File: src/hdl/touch_gesture_classifier_assert.svh
// Assertion macros for the touch gesture classifier.
`ifndef TOUCH_GESTURE_CLASSIFIER_ASSERT_SVH
`define TOUCH_GESTURE_CLASSIFIER_ASSERT_SVH
`ifndef SYNTHESIS
`define TGC_ASSERT_ALWAYS(lbl, cond) \
	lbl: assert property (@(posedge clk) disable iff (!arst_n) (cond)) \
		else $error("touch gesture classifier check failed");
`define TGC_ASSERT_IMPLY(lbl, ante, cons) \
	lbl: assert property (@(posedge clk) disable iff (!arst_n) (ante) |-> (cons)) \
		else $error("touch gesture classifier check failed");
`else
`define TGC_ASSERT_ALWAYS(lbl, cond)
`define TGC_ASSERT_IMPLY(lbl, ante, cons)
`endif
`endif

File: src/hdl/tgc_pkg.sv
package tgc_pkg;

	typedef enum logic [1:0] {
		MODE_PRESS   = 2'd0,
		MODE_RELEASE = 2'd1,
		MODE_LOST    = 2'd2,
		MODE_TICK    = 2'd3
	} mode_t;

	typedef enum logic [3:0] {
		G_NONE    = 4'd0,
		G_LEFT    = 4'd1,
		G_RIGHT   = 4'd2,
		G_UP      = 4'd3,
		G_DOWN    = 4'd4,
		G_DRAG    = 4'd5,
		G_LONG    = 4'd6,
		G_TAP     = 4'd7,
		G_BLOCKED = 4'd8
	} gesture_t;

	typedef enum logic [2:0] {
		CFG_SWIPE_THRESHOLD = 3'd0,
		CFG_LONG_PRESS_MS   = 3'd1,
		CFG_EDGE_MARGIN     = 3'd2,
		CFG_CENTER_X        = 3'd3,
		CFG_CENTER_Y        = 3'd4,
		CFG_CENTER_BAND     = 3'd5,
		CFG_SCREEN_WIDTH    = 3'd6,
		CFG_SCREEN_HEIGHT   = 3'd7
	} cfg_idx_t;

	localparam logic [31:0] TAP_GAP_MS = 32'd350;
	localparam logic [31:0] IGNORE_MS = 32'd350;
	localparam int unsigned DRIFT_PX = 14;

	localparam logic [9:0]  RST_SWIPE_THRESHOLD = 10'd60;
	localparam logic [15:0] RST_LONG_PRESS_MS = 16'd600;
	localparam logic [9:0]  RST_EDGE_MARGIN = 10'd40;
	localparam logic [9:0]  RST_CENTER_X = 10'd180;
	localparam logic [9:0]  RST_CENTER_Y = 10'd180;
	localparam logic [9:0]  RST_CENTER_BAND = 10'd80;
	localparam logic [10:0] RST_SCREEN_WIDTH = 11'd360;
	localparam logic [10:0] RST_SCREEN_HEIGHT = 11'd360;

endpackage

File: src/hdl/touch_gesture_classifier.sv
// Items pass the input register, then the result register. Throughput: one item
// per cycle unless out_stall holds; the input register feeds the state update and the
// result register in a single pass, so each item sees the state left by the one before.
// Reset: arst_n clears all gesture state, empties both registers and loads the
// configuration registers with their default values.
`include "touch_gesture_classifier_assert.svh"

module touch_gesture_classifier import tgc_pkg::*; #(
	parameter int COORD_BITS = 10,
	parameter int TAP_LIMIT = 10
) (
	input  logic                  clk,
	input  logic                  arst_n,
	input  logic                  cfg_we,
	input  logic [2:0]            cfg_index,
	input  logic [15:0]           cfg_data,
	input  logic                  in_valid,
	output logic                  in_stall,
	input  logic [1:0]            mode,
	input  logic [COORD_BITS-1:0] touch_x,
	input  logic [COORD_BITS-1:0] touch_y,
	input  logic [31:0]           now_ms,
	output logic                  out_valid,
	input  logic                  out_stall,
	output logic [3:0]            gesture,
	output logic                  start_ok,
	output logic                  tap_done,
	output logic [3:0]            tap_total
);

	localparam int SW = ((COORD_BITS > 11) ? COORD_BITS : 11) + 2;
	localparam logic signed [SW-1:0] DRIFT_S = SW'(DRIFT_PX);
	localparam logic [3:0] TAP_MAX = 4'(TAP_LIMIT);

	logic [9:0]  swipe_th_q, edge_margin_q, center_x_q, center_y_q, center_band_q;
	logic [15:0] long_press_q;
	logic [10:0] screen_w_q, screen_h_q;

	logic                  touch_active_q, touch_handled_q, drift_q, armed_q;
	logic [COORD_BITS-1:0] press_x_q, press_y_q;
	logic [31:0]           press_time_q, ignore_until_q, last_tap_q, deadline_q;
	logic [3:0]            tap_cnt_q;

	logic                  valid_s1;
	mode_t                 mode_s1;
	logic [COORD_BITS-1:0] tx_s1, ty_s1;
	logic [31:0]           now_s1;

	logic     valid_s2, ok_s2, done_s2;
	gesture_t gesture_s2;
	logic [3:0] total_s2;

	logic s2_free, advance, accept;

	function automatic logic signed [SW-1:0] sabs(input logic signed [SW-1:0] v);
		return v[SW-1] ? -v : v;
	endfunction

	assign s2_free = !valid_s2 || !out_stall;
	assign advance = valid_s1 && s2_free;
	assign in_stall = valid_s1 && !s2_free;
	assign accept = in_valid && !in_stall;

	always_ff @(posedge clk or negedge arst_n) begin
		if (!arst_n) begin
			swipe_th_q <= RST_SWIPE_THRESHOLD;
			long_press_q <= RST_LONG_PRESS_MS;
			edge_margin_q <= RST_EDGE_MARGIN;
			center_x_q <= RST_CENTER_X;
			center_y_q <= RST_CENTER_Y;
			center_band_q <= RST_CENTER_BAND;
			screen_w_q <= RST_SCREEN_WIDTH;
			screen_h_q <= RST_SCREEN_HEIGHT;
		end else if (cfg_we) begin
			case (cfg_idx_t'(cfg_index))
				CFG_SWIPE_THRESHOLD: swipe_th_q <= cfg_data[9:0];
				CFG_LONG_PRESS_MS:   long_press_q <= cfg_data;
				CFG_EDGE_MARGIN:     edge_margin_q <= cfg_data[9:0];
				CFG_CENTER_X:        center_x_q <= cfg_data[9:0];
				CFG_CENTER_Y:        center_y_q <= cfg_data[9:0];
				CFG_CENTER_BAND:     center_band_q <= cfg_data[9:0];
				CFG_SCREEN_WIDTH:    screen_w_q <= cfg_data[10:0];
				CFG_SCREEN_HEIGHT:   screen_h_q <= cfg_data[10:0];
				default:             swipe_th_q <= swipe_th_q;
			endcase
		end
	end

	always_ff @(posedge clk or negedge arst_n) begin
		if (!arst_n) begin
			valid_s1 <= 1'b0;
		end else if (accept) begin
			valid_s1 <= 1'b1;
		end else if (advance) begin
			valid_s1 <= 1'b0;
		end
	end

	always_ff @(posedge clk) begin
		if (accept) begin
			mode_s1 <= mode_t'(mode);
			tx_s1 <= touch_x;
			ty_s1 <= touch_y;
			now_s1 <= now_ms;
		end
	end

	logic signed [SW-1:0] sx, sy, tx, ty, dx, dy, adx, ady, th, em, band;
	logic signed [SW-1:0] cx, cy, sw, sh;
	logic        drifted, xe, ye, near_cx, near_cy, long_press, in_window;
	logic [31:0] dur, tick_gap;
	logic [3:0]  tap_base;
	gesture_t    dir;
	logic        dir_ok;

	assign sx = $signed({{(SW-COORD_BITS){1'b0}}, press_x_q});
	assign sy = $signed({{(SW-COORD_BITS){1'b0}}, press_y_q});
	assign tx = $signed({{(SW-COORD_BITS){1'b0}}, tx_s1});
	assign ty = $signed({{(SW-COORD_BITS){1'b0}}, ty_s1});
	assign th = $signed({{(SW-10){1'b0}}, swipe_th_q});
	assign em = $signed({{(SW-10){1'b0}}, edge_margin_q});
	assign band = $signed({{(SW-10){1'b0}}, center_band_q});
	assign cx = $signed({{(SW-10){1'b0}}, center_x_q});
	assign cy = $signed({{(SW-10){1'b0}}, center_y_q});
	assign sw = $signed({{(SW-11){1'b0}}, screen_w_q});
	assign sh = $signed({{(SW-11){1'b0}}, screen_h_q});

	assign dx = tx - sx;
	assign dy = ty - sy;
	assign adx = sabs(dx);
	assign ady = sabs(dy);
	assign drifted = (adx > DRIFT_S) || (ady > DRIFT_S);
	assign xe = adx >= th;
	assign ye = ady >= th;
	assign near_cx = sabs(sx - cx) <= band;
	assign near_cy = sabs(sy - cy) <= band;
	assign dur = now_s1 - press_time_q;
	assign tick_gap = now_s1 - deadline_q;
	assign long_press = dur >= {16'd0, long_press_q};
	assign in_window = (ignore_until_q != 32'd0) && ((now_s1 - ignore_until_q) >> 31) != 32'd0;
	assign tap_base = ((last_tap_q == 32'd0) || ((now_s1 - last_tap_q) > TAP_GAP_MS))
		? 4'd0 : tap_cnt_q;

	always_comb begin
		if (adx > ady) begin
			dir = dx[SW-1] ? G_LEFT : G_RIGHT;
		end else begin
			dir = dy[SW-1] ? G_UP : G_DOWN;
		end
		case (dir)
			G_UP:    dir_ok = (sy > sh - em) && near_cx;
			G_DOWN:  dir_ok = (sy < em) && near_cx;
			G_LEFT:  dir_ok = (sx > sw - em) && near_cy;
			default: dir_ok = (sx < em) && near_cy;
		endcase
	end

	logic                  n_active, n_handled, n_drift, n_armed;
	logic [COORD_BITS-1:0] n_px, n_py;
	logic [31:0]           n_ptime, n_ignore, n_last, n_deadline;
	logic [3:0]            n_cnt;
	gesture_t              gest_c;
	logic                  ok_c, done_c;
	logic [3:0]            total_c;

	always_comb begin
		n_active = touch_active_q;
		n_handled = touch_handled_q;
		n_drift = drift_q;
		n_armed = armed_q;
		n_px = press_x_q;
		n_py = press_y_q;
		n_ptime = press_time_q;
		n_ignore = ignore_until_q;
		n_last = last_tap_q;
		n_deadline = deadline_q;
		n_cnt = tap_cnt_q;
		gest_c = G_NONE;
		ok_c = 1'b0;
		done_c = 1'b0;
		total_c = 4'd0;
		case (mode_s1)
			MODE_PRESS: begin
				n_drift = 1'b0;
				n_active = 1'b1;
				n_handled = 1'b0;
				n_px = tx_s1;
				n_py = ty_s1;
				n_ptime = now_s1;
			end
			MODE_LOST: begin
				n_drift = 1'b1;
				n_handled = 1'b1;
				n_active = 1'b0;
			end
			MODE_RELEASE: begin
				n_drift = drift_q || drifted;
				n_active = 1'b0;
				n_handled = 1'b0;
				if (touch_active_q && !touch_handled_q) begin
					if (xe != ye) begin
						gest_c = dir;
						ok_c = dir_ok;
						n_ignore = now_s1 + IGNORE_MS;
					end else if (xe) begin
						gest_c = G_DRAG;
					end else if (long_press) begin
						gest_c = G_LONG;
					end else if (n_drift) begin
						gest_c = G_BLOCKED;
					end else if (in_window) begin
						gest_c = G_BLOCKED;
					end else begin
						n_ignore = 32'd0;
						n_last = now_s1;
						n_cnt = (tap_base < TAP_MAX) ? tap_base + 4'd1 : tap_base;
						n_deadline = now_s1 + TAP_GAP_MS;
						n_armed = 1'b1;
						gest_c = G_TAP;
					end
				end
			end
			default: begin
				if (armed_q && !tick_gap[31]) begin
					n_armed = 1'b0;
					if (tap_cnt_q != 4'd0) begin
						done_c = 1'b1;
						total_c = tap_cnt_q;
						n_cnt = 4'd0;
						n_last = 32'd0;
					end
				end
			end
		endcase
	end

	always_ff @(posedge clk or negedge arst_n) begin
		if (!arst_n) begin
			touch_active_q <= 1'b0;
			touch_handled_q <= 1'b0;
			drift_q <= 1'b0;
			armed_q <= 1'b0;
			press_x_q <= '0;
			press_y_q <= '0;
			press_time_q <= 32'd0;
			ignore_until_q <= 32'd0;
			last_tap_q <= 32'd0;
			deadline_q <= 32'd0;
			tap_cnt_q <= 4'd0;
		end else if (advance) begin
			touch_active_q <= n_active;
			touch_handled_q <= n_handled;
			drift_q <= n_drift;
			armed_q <= n_armed;
			press_x_q <= n_px;
			press_y_q <= n_py;
			press_time_q <= n_ptime;
			ignore_until_q <= n_ignore;
			last_tap_q <= n_last;
			deadline_q <= n_deadline;
			tap_cnt_q <= n_cnt;
		end
	end

	always_ff @(posedge clk or negedge arst_n) begin
		if (!arst_n) begin
			valid_s2 <= 1'b0;
		end else if (s2_free) begin
			valid_s2 <= advance;
		end
	end

	always_ff @(posedge clk) begin
		if (advance) begin
			gesture_s2 <= gest_c;
			ok_s2 <= ok_c;
			done_s2 <= done_c;
			total_s2 <= total_c;
		end
	end

	assign out_valid = valid_s2;
	assign gesture = gesture_s2;
	assign start_ok = ok_s2;
	assign tap_done = done_s2;
	assign tap_total = total_s2;

	`TGC_ASSERT_ALWAYS(a_tap_count_limit, tap_cnt_q <= TAP_MAX)
	`TGC_ASSERT_IMPLY(a_done_range, valid_s2 && done_s2,
		(total_s2 != 4'd0) && (total_s2 <= TAP_MAX) && (gesture_s2 == G_NONE))
	`TGC_ASSERT_IMPLY(a_ok_swipe, valid_s2 && ok_s2,
		(gesture_s2 == G_LEFT) || (gesture_s2 == G_RIGHT) ||
		(gesture_s2 == G_UP) || (gesture_s2 == G_DOWN))
	`TGC_ASSERT_IMPLY(a_total_needs_done, valid_s2 && !done_s2, total_s2 == 4'd0)

endmodule
File: config.mk
export PLATFORM = sky130hd
export DESIGN_NAME = touch_gesture_classifier
export DESIGN_NICKNAME = d
export VERILOG_FILES = /design/src/hdl/tgc_pkg.sv /design/src/hdl/touch_gesture_classifier.sv
export VERILOG_INCLUDE_DIRS = /design/src /design/src/hdl
export SDC_FILE = /design/constraint.sdc
export NUM_CORES = 1
export LEC_CHECK = 0
export BUFFER_PORTS_ARGS = -buffer_cell sky130_fd_sc_hd__buf_4
export CAP_MARGIN = 20
export CORE_MARGIN = 2
export CORE_UTILIZATION = 48
export DETAILED_ROUTE_END_ITERATION = 8
export GPL_ROUTABILITY_DRIVEN = 0
export PLACE_DENSITY = 0.76
export SETUP_SLACK_MARGIN = 0.1
export SYNTH_ARGS = -nofsm -noshare
export SYNTH_HDL_FRONTEND = slang
export SYNTH_SLANG_ARGS = --single-unit
File: constraint.sdc
create_clock -name clk -period 11.7 [get_ports clk]
set_input_delay 1.755 -clock clk [delete_from_list [all_inputs] [get_ports clk]]
set_output_delay 1.755 -clock clk [all_outputs]
set_load 0.05 [all_outputs]
==> reports/metrics.yaml <==
run_status:
  status: "finished clean"
logic_synthesis:
  synth_flop_cell: "dfrtp_1"
  ys_seq_elements: 310
  synthTopCellsByArea: "dfrtp_1, ha_1, edfxtp_1, inv_1, mux2_2"
  ys_types: 99
  yosysTopAreaCellShare: 0.2203
  synth-edff-count: 64
  yosysSeqAreaShare: 0.3276
  postSynthCellCount: 2706
  ys_warn_count: 0
  syn-cell-area_um2: 24760
  async_flop_share: 0.7935
  syn_area_per_cell_um2: 9.150
  synth_area_leader_cell: "dfrtp_1"
route:
  num_vias: 21200
  route.met2.wl_um: 31040
  dr.pass1.iters: 7
  wl_per_cell_um: 19.26
  wl_met1_um: 29270
  drc: 0
  avgViaCountPerCell: 6.106
  ant_nets: 0
  wl_met3_um: 3969
  drtIter0Drc: 1773
  highest_layer: "met5"
  routed_wl_um: 66860
placed_design:
  io_buffer_count: 89
  placed_area_um2: 26050
  hpwlAfterDp_um: 49880
  post-place-ws_ns: 4.606
timing:
  worst_pin_slew_ns: 1.110
  slew_headroom: 0.2558
  fin_hold_ws_ns: 0.4892
  max_freq_mhz: 143.5
  setup_viol_count_final: 0
  setup_tns_ns: 0
  postLayoutSetupSlackWorst_ns: 4.730
  slew_violations: 0
  min_period_ns: 6.970
  rsz0062_at_grt: "no"
  finalHoldViolCount: 0
  fin_worst_skew_ns: 0.04282
  finalCritPeriodShare: 0.5957
floorplan:
  rows: 83
  die-area_um2: 53420
  die_y_um: 231.1
  coreArea_um2: 51200
  pin_count: 90
  chipWidth_um: 231.1
  initial_core_util: 0.4836
clocking:
  clock-sinks: 310
  cts_tree: "yes"
  clockBufferDepth: 3
  cts.repair.resized: 0
  htreeDepth: 2
  root_buffer: "clkbuf_16"
  clkTransAtPathRegs_ns: 0.06
  insertion_delay_ns: 0.58
  hold_buffers: 0
  cts_setup_buffers: 0
  cts_made_buffers: 38
cells_and_area:
  diodes: 0
  multi_input_area_um2: 15210
  num-fill-cells: 4518
  drive_gt1_frac: 0.1211
  final_nets: 3149
  area_delta_synth_final_pct: 10.87
  final_area_um2: 27450
  seq_area_um2: 8113
hold_path:
  whs_path_depth: 1
  hp-start: "deadline_q[4]"
  worstHoldPathType: "register to register"
  holdPathEnd: "deadline_q[4]"
worst_setup_path:
  path_delay_family: "compound AO/OA/AOI/OAI gates"
  critPathLaunch: "ty_s1[0]"
  crit_path_end_kind: "register"
  arrival_ns: 7.42
  cp-start-kind: "register"
  crit_required_ns: 12.15
  cpMostUsedCell: "a21o_1"
  reg2reg_setup_slack_ns: 4.73
  slowest_delay_ns: 0.89
  path_buf_inv: 4
  cp_slowest_cell: "a31oi_1"
  critPathMaxFanout: 32
  reg2reg_to: "deadline_q[18]"
  reg2reg_depth: 27
  path_class: "register to register"
  worstReg2RegStart: "ty_s1[0]"
power:
  power.total_uw: 5671
  peakVddDrop_mv: 0.1434
  power.leakage_uw: 0.01225
  power_density_nw_per_um2: 206.6
run:
  maxCapViolations: 0
global_routing:
  grt_pass1_vias: 20870
  antenna_found_initial: 2
  grt-ovfl-total: 0
  grt_first_pass_wirelength_um: 107500
  grt_usage: 0.2473
  grt_max_degree: 112
-- Yosys cell counts (all sizes together) (22+ instances only) --
cell type and count:
nand2 187, dfstp 28, a21oi 164, o21ai 154
o21a 36, a21o 69, xnor2 83, nor3 42
and3 22, dfrtp 218, nand2b 39, o211ai 27
nand3 59, nor2 132, edfxtp 64, nor2b 23
inv 299, a211oi 33, clkbuf 63, mux2i 24
nor4 41, mux2 112, xor2 48, buf 22
nand4 49, ha 298, a22o 52
-- report_power, final --
group	internal, µW	switching (µW)
logic	1270	1700
registers	1280	145
clock network	772	503
total	3320	2350
-- cell type report --
cell class	count	share of cell area
Sequential cell	310	0.2955
Clock buffer	47	0.03810
Timing Repair Buffer	102	0.02985
Tap cell	680	0.03099
Multi-Input combinational cell	2014	0.5540
Clock inverter	20	0.01066
Inverter	299	0.04088
-- layout by cell type (no fill, tap or decap), drive strengths merged, types with 12 or more instances in the layout --
cell,instances
xnor2,83
o21bai,15
dfrtp,218
clkbuf,48
nand2b,39
xor2,48
edfxtp,64
nor3,42
and4,14
nand2,187
o211ai,27
mux2i,24
a22o,52
buf,101
or2,17
o21a,36
nor2,132
dfstp,28
o2bb2ai,16
or3,20
and3,22
a211oi,33
a31oi,19
o22ai,12
a21oi,164
ha,298
nor2b,23
nand4,49
and2,19
o21ai,154
mux2,112
o31ai,16
nand3,59
inv,300
a21o,69
nor4,41
-- cell families after synthesis --
kind of cell	after synthesis	share of synthesized area
muxes	136	0.06064
AOI/OAI and AO/OA	724	0.1990
adders and majority gates	307	0.1575
xor gates and xnor gates	131	0.04634
and+or+nand+nor	712	0.1492
buffers and inverters	384	0.05942
DFF	310	0.3276
other	2	0.0003033
-- stage by stage --
step                  util  instances
floorplan                -       2708
global route        0.5362       3472
finish              0.5362       3472
detailed placement  0.5087       3402
global placement    0.5087       3402
CTS                 0.5349       3469
-- per-layer routing --
layer / vias up / track usage
li1: 9990 / -
met1: 10240 / 0.3198
met2: 772 / 0.4121
met3: 196 / 0.04072
met4: 2 / 0.09940
met5: - / 0
-- state kept, by name, summed over array words and instances, names as in the netlist, 11 cells and up --
name,cells
deadline_q,32
ignore_until_q,32
last_tap_q,32
long_press_q,16
now_s1,32
press_time_q,32
screen_h_q,11
screen_w_q,11
-- worst max-delay path by stage --
stage / depth (start not counted) / endpoint
finish: 27 / deadline_q[18]
global route: 27 / deadline_q[6]
CTS: 27 / tap_cnt_q[2]
detailed placement: 25 / tap_cnt_q[2]
global placement: 27 / tap_cnt_q[2]
floorplan: 28 / deadline_q[14]
(Power assumes the default switching activity.)
